<file path="config.mk">
export PLATFORM = sky130hd
export DESIGN_NAME = csc_region_stage
export DESIGN_NICKNAME = d
export VERILOG_FILES = /design/src/hdl/csc_pkg.sv /design/src/hdl/csc_region_stage.sv
export SDC_FILE = /design/constraint.sdc
export NUM_CORES = 1
export LEC_CHECK = 0
export ABC_AREA = 1
export BUFFER_PORTS_ARGS = -buffer_cell sky130_fd_sc_hd__buf_2
export CAP_MARGIN = 30
export CORE_MARGIN = 4
export CORE_UTILIZATION = 25
export CTS_BUF_LIST = sky130_fd_sc_hd__clkbuf_2
export DETAILED_ROUTE_END_ITERATION = 10
export GPL_TIMING_DRIVEN = 1
export MAX_ROUTING_LAYER = met4
export PLACE_DENSITY_LB_ADDON = 0.15
export SETUP_SLACK_MARGIN = 0.5
export SLEW_MARGIN = 0
export SYNTH_ARGS = -nofsm -noshare
export SYNTH_HDL_FRONTEND = slang
export SYNTH_SLANG_ARGS = --single-unit
</file>
<file path="constraint.sdc">
create_clock -name clk -period 1.2 [get_ports clk]
set_input_delay 0 -clock clk [delete_from_list [all_inputs] [get_ports clk]]
set_output_delay 0 -clock clk [all_outputs]
set_load 0.005 [all_outputs]
</file>
<file path="src/hdl/csc_pkg.sv">
`timescale 1ns / 1ps
package csc_pkg;

    // coordinate and arithmetic widths
    localparam int COORD_W         = 32;
    localparam int DIFF_W          = COORD_W + 1;
    localparam int PROD_W          = 2 * DIFF_W;
    localparam int DIV_STAGES      = DIFF_W;
    localparam int MAX_CLIP_PASSES = 4;

    // region code bits
    localparam logic [3:0] RC_LEFT  = 4'b0001;
    localparam logic [3:0] RC_RIGHT = 4'b0010;
    localparam logic [3:0] RC_BELOW = 4'b0100;
    localparam logic [3:0] RC_ABOVE = 4'b1000;

    // configuration register indexes
    typedef enum logic [1:0] {
        REG_LEFT   = 2'd0,
        REG_RIGHT  = 2'd1,
        REG_LOW_Y  = 2'd2,
        REG_HIGH_Y = 2'd3
    } cfg_reg_t;

    typedef logic [COORD_W-1:0] coord_t;
    typedef logic [3:0]         rcode_t;

    typedef struct packed {
        coord_t left;
        coord_t right;
        coord_t low_y;
        coord_t high_y;
    } win_t;

    // segment as it travels down the pipeline
    typedef struct packed {
        coord_t x0;
        coord_t y0;
        coord_t x1;
        coord_t y1;
        rcode_t c0;
        rcode_t c1;
        logic   ok;
        logic   rej;
    } seg_t;

    // intersection work in flight through the divider
    typedef struct packed {
        seg_t              seg;
        logic              move;
        logic              mv1;
        logic              y_edge;
        coord_t            a0;
        coord_t            edge_val;
        logic              neg;
        logic [DIFF_W-1:0] md;
        logic [DIFF_W-1:0] rem;
        logic [DIFF_W-1:0] sh;
    } work_t;

endpackage

</file>
<file path="src/hdl/csc_region_stage.sv">
`timescale 1ns / 1ps
module csc_region_stage (
    input  logic          clk,
    input  logic          rst_n,
    input  logic          en,
    input  logic          in_valid,
    input  csc_pkg::seg_t in_seg,
    input  csc_pkg::win_t win,
    output logic          out_valid,
    output csc_pkg::seg_t out_seg
);
    import csc_pkg::*;

    logic valid_reg;
    seg_t seg_reg;
    seg_t seg_next;

    function automatic rcode_t region(input coord_t x, input coord_t y, input win_t w);
        rcode_t c;
        c = '0;
        if ($signed(x) < $signed(w.left))
            c = c | RC_LEFT;
        else if ($signed(x) > $signed(w.right))
            c = c | RC_RIGHT;
        if ($signed(y) < $signed(w.low_y))
            c = c | RC_BELOW;
        else if ($signed(y) > $signed(w.high_y))
            c = c | RC_ABOVE;
        return c;
    endfunction

    // region codes of both endpoints
    always_comb
    begin
        seg_next    = in_seg;
        seg_next.c0 = region(in_seg.x0, in_seg.y0, win);
        seg_next.c1 = region(in_seg.x1, in_seg.y1, win);
    end

    always_ff @(posedge clk or negedge rst_n)
    begin
        if (!rst_n)
            valid_reg <= 1'b0;
        else if (en)
            valid_reg <= in_valid;
    end

    always_ff @(posedge clk)
    begin
        if (en)
            seg_reg <= seg_next;
    end

    assign out_valid = valid_reg;
    assign out_seg   = seg_reg;

endmodule

</file>
# After elaboration in Yosys (flattened, before gate mapping)
# Index checks and enable logic that the tools add are counted.
# totals
register_bits,139
latchBits,0
ram_bits,0
romBits,0
in_bits,270
out_inout_bits,139
elab_cells,27
memories,0
# op_classes
add_sub_neg,0
mul,0
div,0
n_lt_le_gt_ge,8
eq_ne,0
shifts,0
mux,8
bitwise,0
reduce_logical,0
# ops
op,count
$gt A32 B32 Y1,4
$lt A32 B32 Y1,4
$mux W4,5
$mux W2,3

# Longest topological paths before layout
# depth
depth_word,5
ltp_mapped,16
mapped_depth_nobuf,16

# Worst setup path after synthesis
# OpenSTA, ideal clock, no wires.
# synth_timing
kind,in2reg
from,input win[31] in the netlist's numbering
to,"register seg_reg, in the netlist out_seg[9] (data pin)"
setup_time_ns,0.252
arrival_ns,1.062
required_time_ns,0.948
path_slack_ns,-0.114
stages,11
path_buffers,0
path_cell_list,inv_1 > ha_1 > nand2_1 > nor2_2 > nand2_2 > nor3b_2 > nand2_1 > nand2_1 > nand2_1 > nand3_1 > nor2_1
# synth_via
elab_chain_len,3
# synth_rtl
element,line,text
start: declaration,csc_region_stage.sv:8,"input csc_pkg::win_t win,"
$gt A32 B32 Y1,csc_region_stage.sv:27,else if ($signed(y) > $signed(w.high_y))
$mux W4,csc_region_stage.sv:27,
$mux W4,csc_region_stage.sv:25,if ($signed(y) < $signed(w.low_y))
end signal: assignment,csc_region_stage.sv:51,seg_reg <= seg_next;
end: declaration,csc_region_stage.sv:15,seg_t seg_reg;
# Every way passes these cells.
# A chain may end at the register's enable or synchronous reset.

# Worst setup path in the final report
# layout_timing
from,"register seg_reg, in the netlist out_seg[104]"
to,output out_seg[104] in the netlist's numbering
# layout_lines
element,line,text
end: declaration,csc_region_stage.sv:10,output csc_pkg::seg_t out_seg
# No word-level cell between the ends.

==> flow_summary.ini <==
[layout]
layout.filler_cells = 4089
drive_above_1_share_pct = 36.6
sequential_cell_area_mm2 = 0.00417
area_growth_pct = 72.4
finish.utilization_pct = 43.9
multiInputGateArea_mm2 = 0.00649
finish.net_count = 2445

[setup_path]
path_class = reg2out
crit_path_start = out_seg[104]
path_cells = buf_2
buffering_stage_count_on_the_worst_path_with_inverters_included = 1
cp_top_family = flip-flops
crit-reg2reg-launch = out_valid
rrSetupSlack_ns = 0.43
critical_path.startpoint_type = register
crit_path_max_incr_delay_ns = 0.48
critical_path.endpoint_type = output port
worst-endpoint-arrival_ns = 1.63
cp_max_fo = 1
slowest_stage_cell_on_the_critical_path = sky130_fd_sc_hd__edfxtp_1
crit_required_ns = 1.20

[grt]
antenna_found_initial = 12
first_global_vias = 11123
overflow = 0
grtUsageTotal_pct = 17.5
wire_length_of_the_first_global_routing_pass_um = 58200
grt_start_max_net_pins = 54

[clock_tree]
cts_buffers = 17
tritoncts_num_sinks = 139
clock_insertion_delay_worst_skew_ns = 0.98
ctsRootBufferMaster = sky130_fd_sc_hd__clkbuf_2
clkTransAtPathRegs_ns = 0.22
clock_tree_from_tritoncts = built
clock_path_buffers = 2
htreeDepth = 4

[route]
avgViaCountPerCell = 4.29
detail_route.iter0.violations = 320
route.vias.total = 10673
postRouteAntennaNets = 0
drc = 0
wire_per_inst_um = 15.8
detail_route.wirelength_um = 39400
drt_pass1_iterations = 4

[sta]
clock_skew_ns = 0
setup-tns-final_ns = -53.77
smallest_setup_slack_after_layout_ns = -0.425
report.final.slew_viol_count = 0
layout_worst_path_cycle_share_pct = 135
fin_hold_ws_ns = -0.295
finalHoldViolCount = 8
rsz0062_at_grt = yes
max_slew.worst_pin.slew_ns = 0.807
worst_slew_margin_rel_pct = 46.2
timing.final.crit_period_ns = 1.63
report.final.setup_viol = 245
clock.fmax_mhz = 615

[logic_synthesis]
nets_in_the_synthesized_netlist = 1654
syn-cell-area_mm2 = 0.0105
post_synth.cell_area_avg_um2 = 9.24
ys.warnings.count = 0
syn_inst = 1132
yosysUniqueCellTypes = 25
ys_seq_area_share_pct = 39.9
synth.ff_latch_count = 139

[placed_design]
hpwl_um = 31900
globalplace.congestion = 0.847
port_buffers = 400

[power_and_ir_drop]
power.static_leakage_nw = 8.87
power.total_mw = 13.8
max-vdd-ir-drop_v = 0.000703
power-per-cell-area_mw_per_mm2 = 764

[outcome]
run_status = complete, but fails checks
failed_checks = negative hold slack, negative setup slack

[hold_path]
worstHoldPathType = in2reg
worst_hold_startpoint = win[126]

[floorplanning]
floorplan.initialDensity_pct = 25.4
area_of_the_placeable_core_mm2 = 0.0411
i_o_pin_cnt = 409
die_width_um = 213
floorplan.die_area_mm2 = 0.0452
std_cell_rows = 74
die_h_um = 213

[run]
timing.max_cap.violations = 0
path summary, 6_finish.rpt:
kind,cells after the start,to
hold / removal,7,out_seg[2]
setup / recovery,1,out_seg[104]
max in group asynchronous,4,out_valid
hold reg to reg,1,out_valid
setup reg to reg,1,out_valid
min in group asynchronous,4,out_valid
layout make-up:
cell class	instances	share of cell area [%]
Multi-Input combinational cell	796	36.0
Timing Repair Buffer	772	31.0
Sequential cell	139	23.1
Inverter	197	4.52
Tap cell	532	3.69
Clock inverter	15	0.902
Clock buffer	17	0.472
Antenna cell	17	0.236
repair_timing:
| item | 4_1_cts | 5_1_grt |
|---|---|---|
| pin swaps | 0 | 36 |
| buffers inserted | 0 | 1 |
| endpoints found under the hold margin | 278 | 178 |
| resized for setup | 0 | 75 |
| setup endpoints to repair | 140 | 286 |
| hold buffers | 269 | 130 |
routing by layer:
| metal | vias up | track usage (%) | wire, µm |
|---|---|---|---|
| met2 | 265 | 30.3 | 19900 |
| li1 | 5482 | - | - |
| met1 | 4901 | 19.4 | 16300 |
| met5 | - | - | 0 |
| met4 | 0 | 4.64 | 476 |
| met3 | 25 | 5.67 | 2690 |
Yosys cell counts:
master / number / area (µm²)
sky130_fd_sc_hd__nand2_2: 1 / 6.26
sky130_fd_sc_hd__a21oi_1: 115 / 576
sky130_fd_sc_hd__nor3_1: 9 / 45.0
sky130_fd_sc_hd__dfrtp_1: 1 / 25.0
sky130_fd_sc_hd__nor3b_2: 1 / 12.5
sky130_fd_sc_hd__mux2_2: 1 / 11.3
sky130_fd_sc_hd__inv_1: 190 / 713
sky130_fd_sc_hd__nand2_1: 256 / 961
sky130_fd_sc_hd__o21ai_0: 23 / 115
sky130_fd_sc_hd__o21a_2: 1 / 8.76
sky130_fd_sc_hd__nor2_1: 71 / 267
sky130_fd_sc_hd__and2_1: 2 / 12.5
sky130_fd_sc_hd__nand3_2: 1 / 10.0
sky130_fd_sc_hd__clkinv_1: 2 / 7.51
sky130_fd_sc_hd__ha_1: 252 / 3150
sky130_fd_sc_hd__o21ai_1: 8 / 40.0
sky130_fd_sc_hd__nand4_1: 16 / 100
sky130_fd_sc_hd__o211ai_1: 1 / 7.51
sky130_fd_sc_hd__a21o_1: 6 / 45.0
sky130_fd_sc_hd__nand3_1: 24 / 120
sky130_fd_sc_hd__nor2_2: 1 / 6.26
sky130_fd_sc_hd__inv_2: 5 / 18.8
sky130_fd_sc_hd__nor4_1: 1 / 6.26
sky130_fd_sc_hd__o21a_1: 6 / 45.0
sky130_fd_sc_hd__edfxtp_1: 138 / 4140
placed cells by master (no fill, tap or decap), types with 2 or more instances in the layout:
cell type                        count
sky130_fd_sc_hd__dlygate4sd3_1     269
sky130_fd_sc_hd__a21oi_2            23
sky130_fd_sc_hd__and2_1              2
sky130_fd_sc_hd__nor2_4              2
sky130_fd_sc_hd__o21ai_1            17
sky130_fd_sc_hd__edfxtp_1          138
sky130_fd_sc_hd__nor3_2              6
sky130_fd_sc_hd__nand2_1           243
sky130_fd_sc_hd__clkinvlp_4          4
sky130_fd_sc_hd__inv_8               2
sky130_fd_sc_hd__inv_2              32
sky130_fd_sc_hd__inv_4              10
sky130_fd_sc_hd__nor2_1             50
sky130_fd_sc_hd__buf_6               3
sky130_fd_sc_hd__a21o_1              6
sky130_fd_sc_hd__nand4_1            16
sky130_fd_sc_hd__buf_2             397
sky130_fd_sc_hd__inv_12              3
sky130_fd_sc_hd__a21oi_1            92
sky130_fd_sc_hd__o21ai_0            13
sky130_fd_sc_hd__buf_12              7
sky130_fd_sc_hd__inv_1             148
sky130_fd_sc_hd__nand3_1            21
sky130_fd_sc_hd__inv_6               6
sky130_fd_sc_hd__nor2_2             20
sky130_fd_sc_hd__clkinv_1            3
sky130_fd_sc_hd__diode_2            17
sky130_fd_sc_hd__dlymetal6s4s_1      4
sky130_fd_sc_hd__bufinv_16           2
sky130_fd_sc_hd__o21a_1              6
sky130_fd_sc_hd__clkbuf_2           17
sky130_fd_sc_hd__nor3_1              3
sky130_fd_sc_hd__ha_4               57
sky130_fd_sc_hd__nand2_2            14
sky130_fd_sc_hd__nand3_2             4
sky130_fd_sc_hd__buf_4              92
sky130_fd_sc_hd__ha_1              194
logic make-up after synthesis:
logic type / after synthesis / share of synthesized area (%)
simple gates: 383 / 14.8
fa+ha+maj: 252 / 30.2
buf+inv: 197 / 7.07
compound gates: 160 / 8.01
flops: 139 / 39.9
mux: 1 / 0.108
flip-flops by register name, indices dropped and copies added, names as in the netlist:
register and flops:
out_valid 1, out_seg 138
where the power goes:
group | switching [mW] | internal [mW]
registers | 0.108 | 5.78
logic | 2.33 | 2.46
clock network | 2.09 | 0.998
total | 4.53 | 9.24
through the flow:
| step | cell area [µm²] | setup slack, ns | hold WS, ns | std cells |
|---|---|---|---|---|
| 2_1_floorplan | 11200 | -0.0631 | -0.296 | 1132 |
| 6_report | 18000 | -0.425 | -0.295 | 2485 |
| 4_1_cts | 17600 | -0.656 | -0.504 | 2463 |
| 3_3_place_gp | 14700 | -0.515 | -0.225 | 2162 |
| 5_1_grt | 18000 | -0.635 | -0.457 | 2484 |
| 3_5_place_dp | 14700 | -0.553 | -0.224 | 2162 |
No activity file was read; power rests on OpenSTA's default activity.
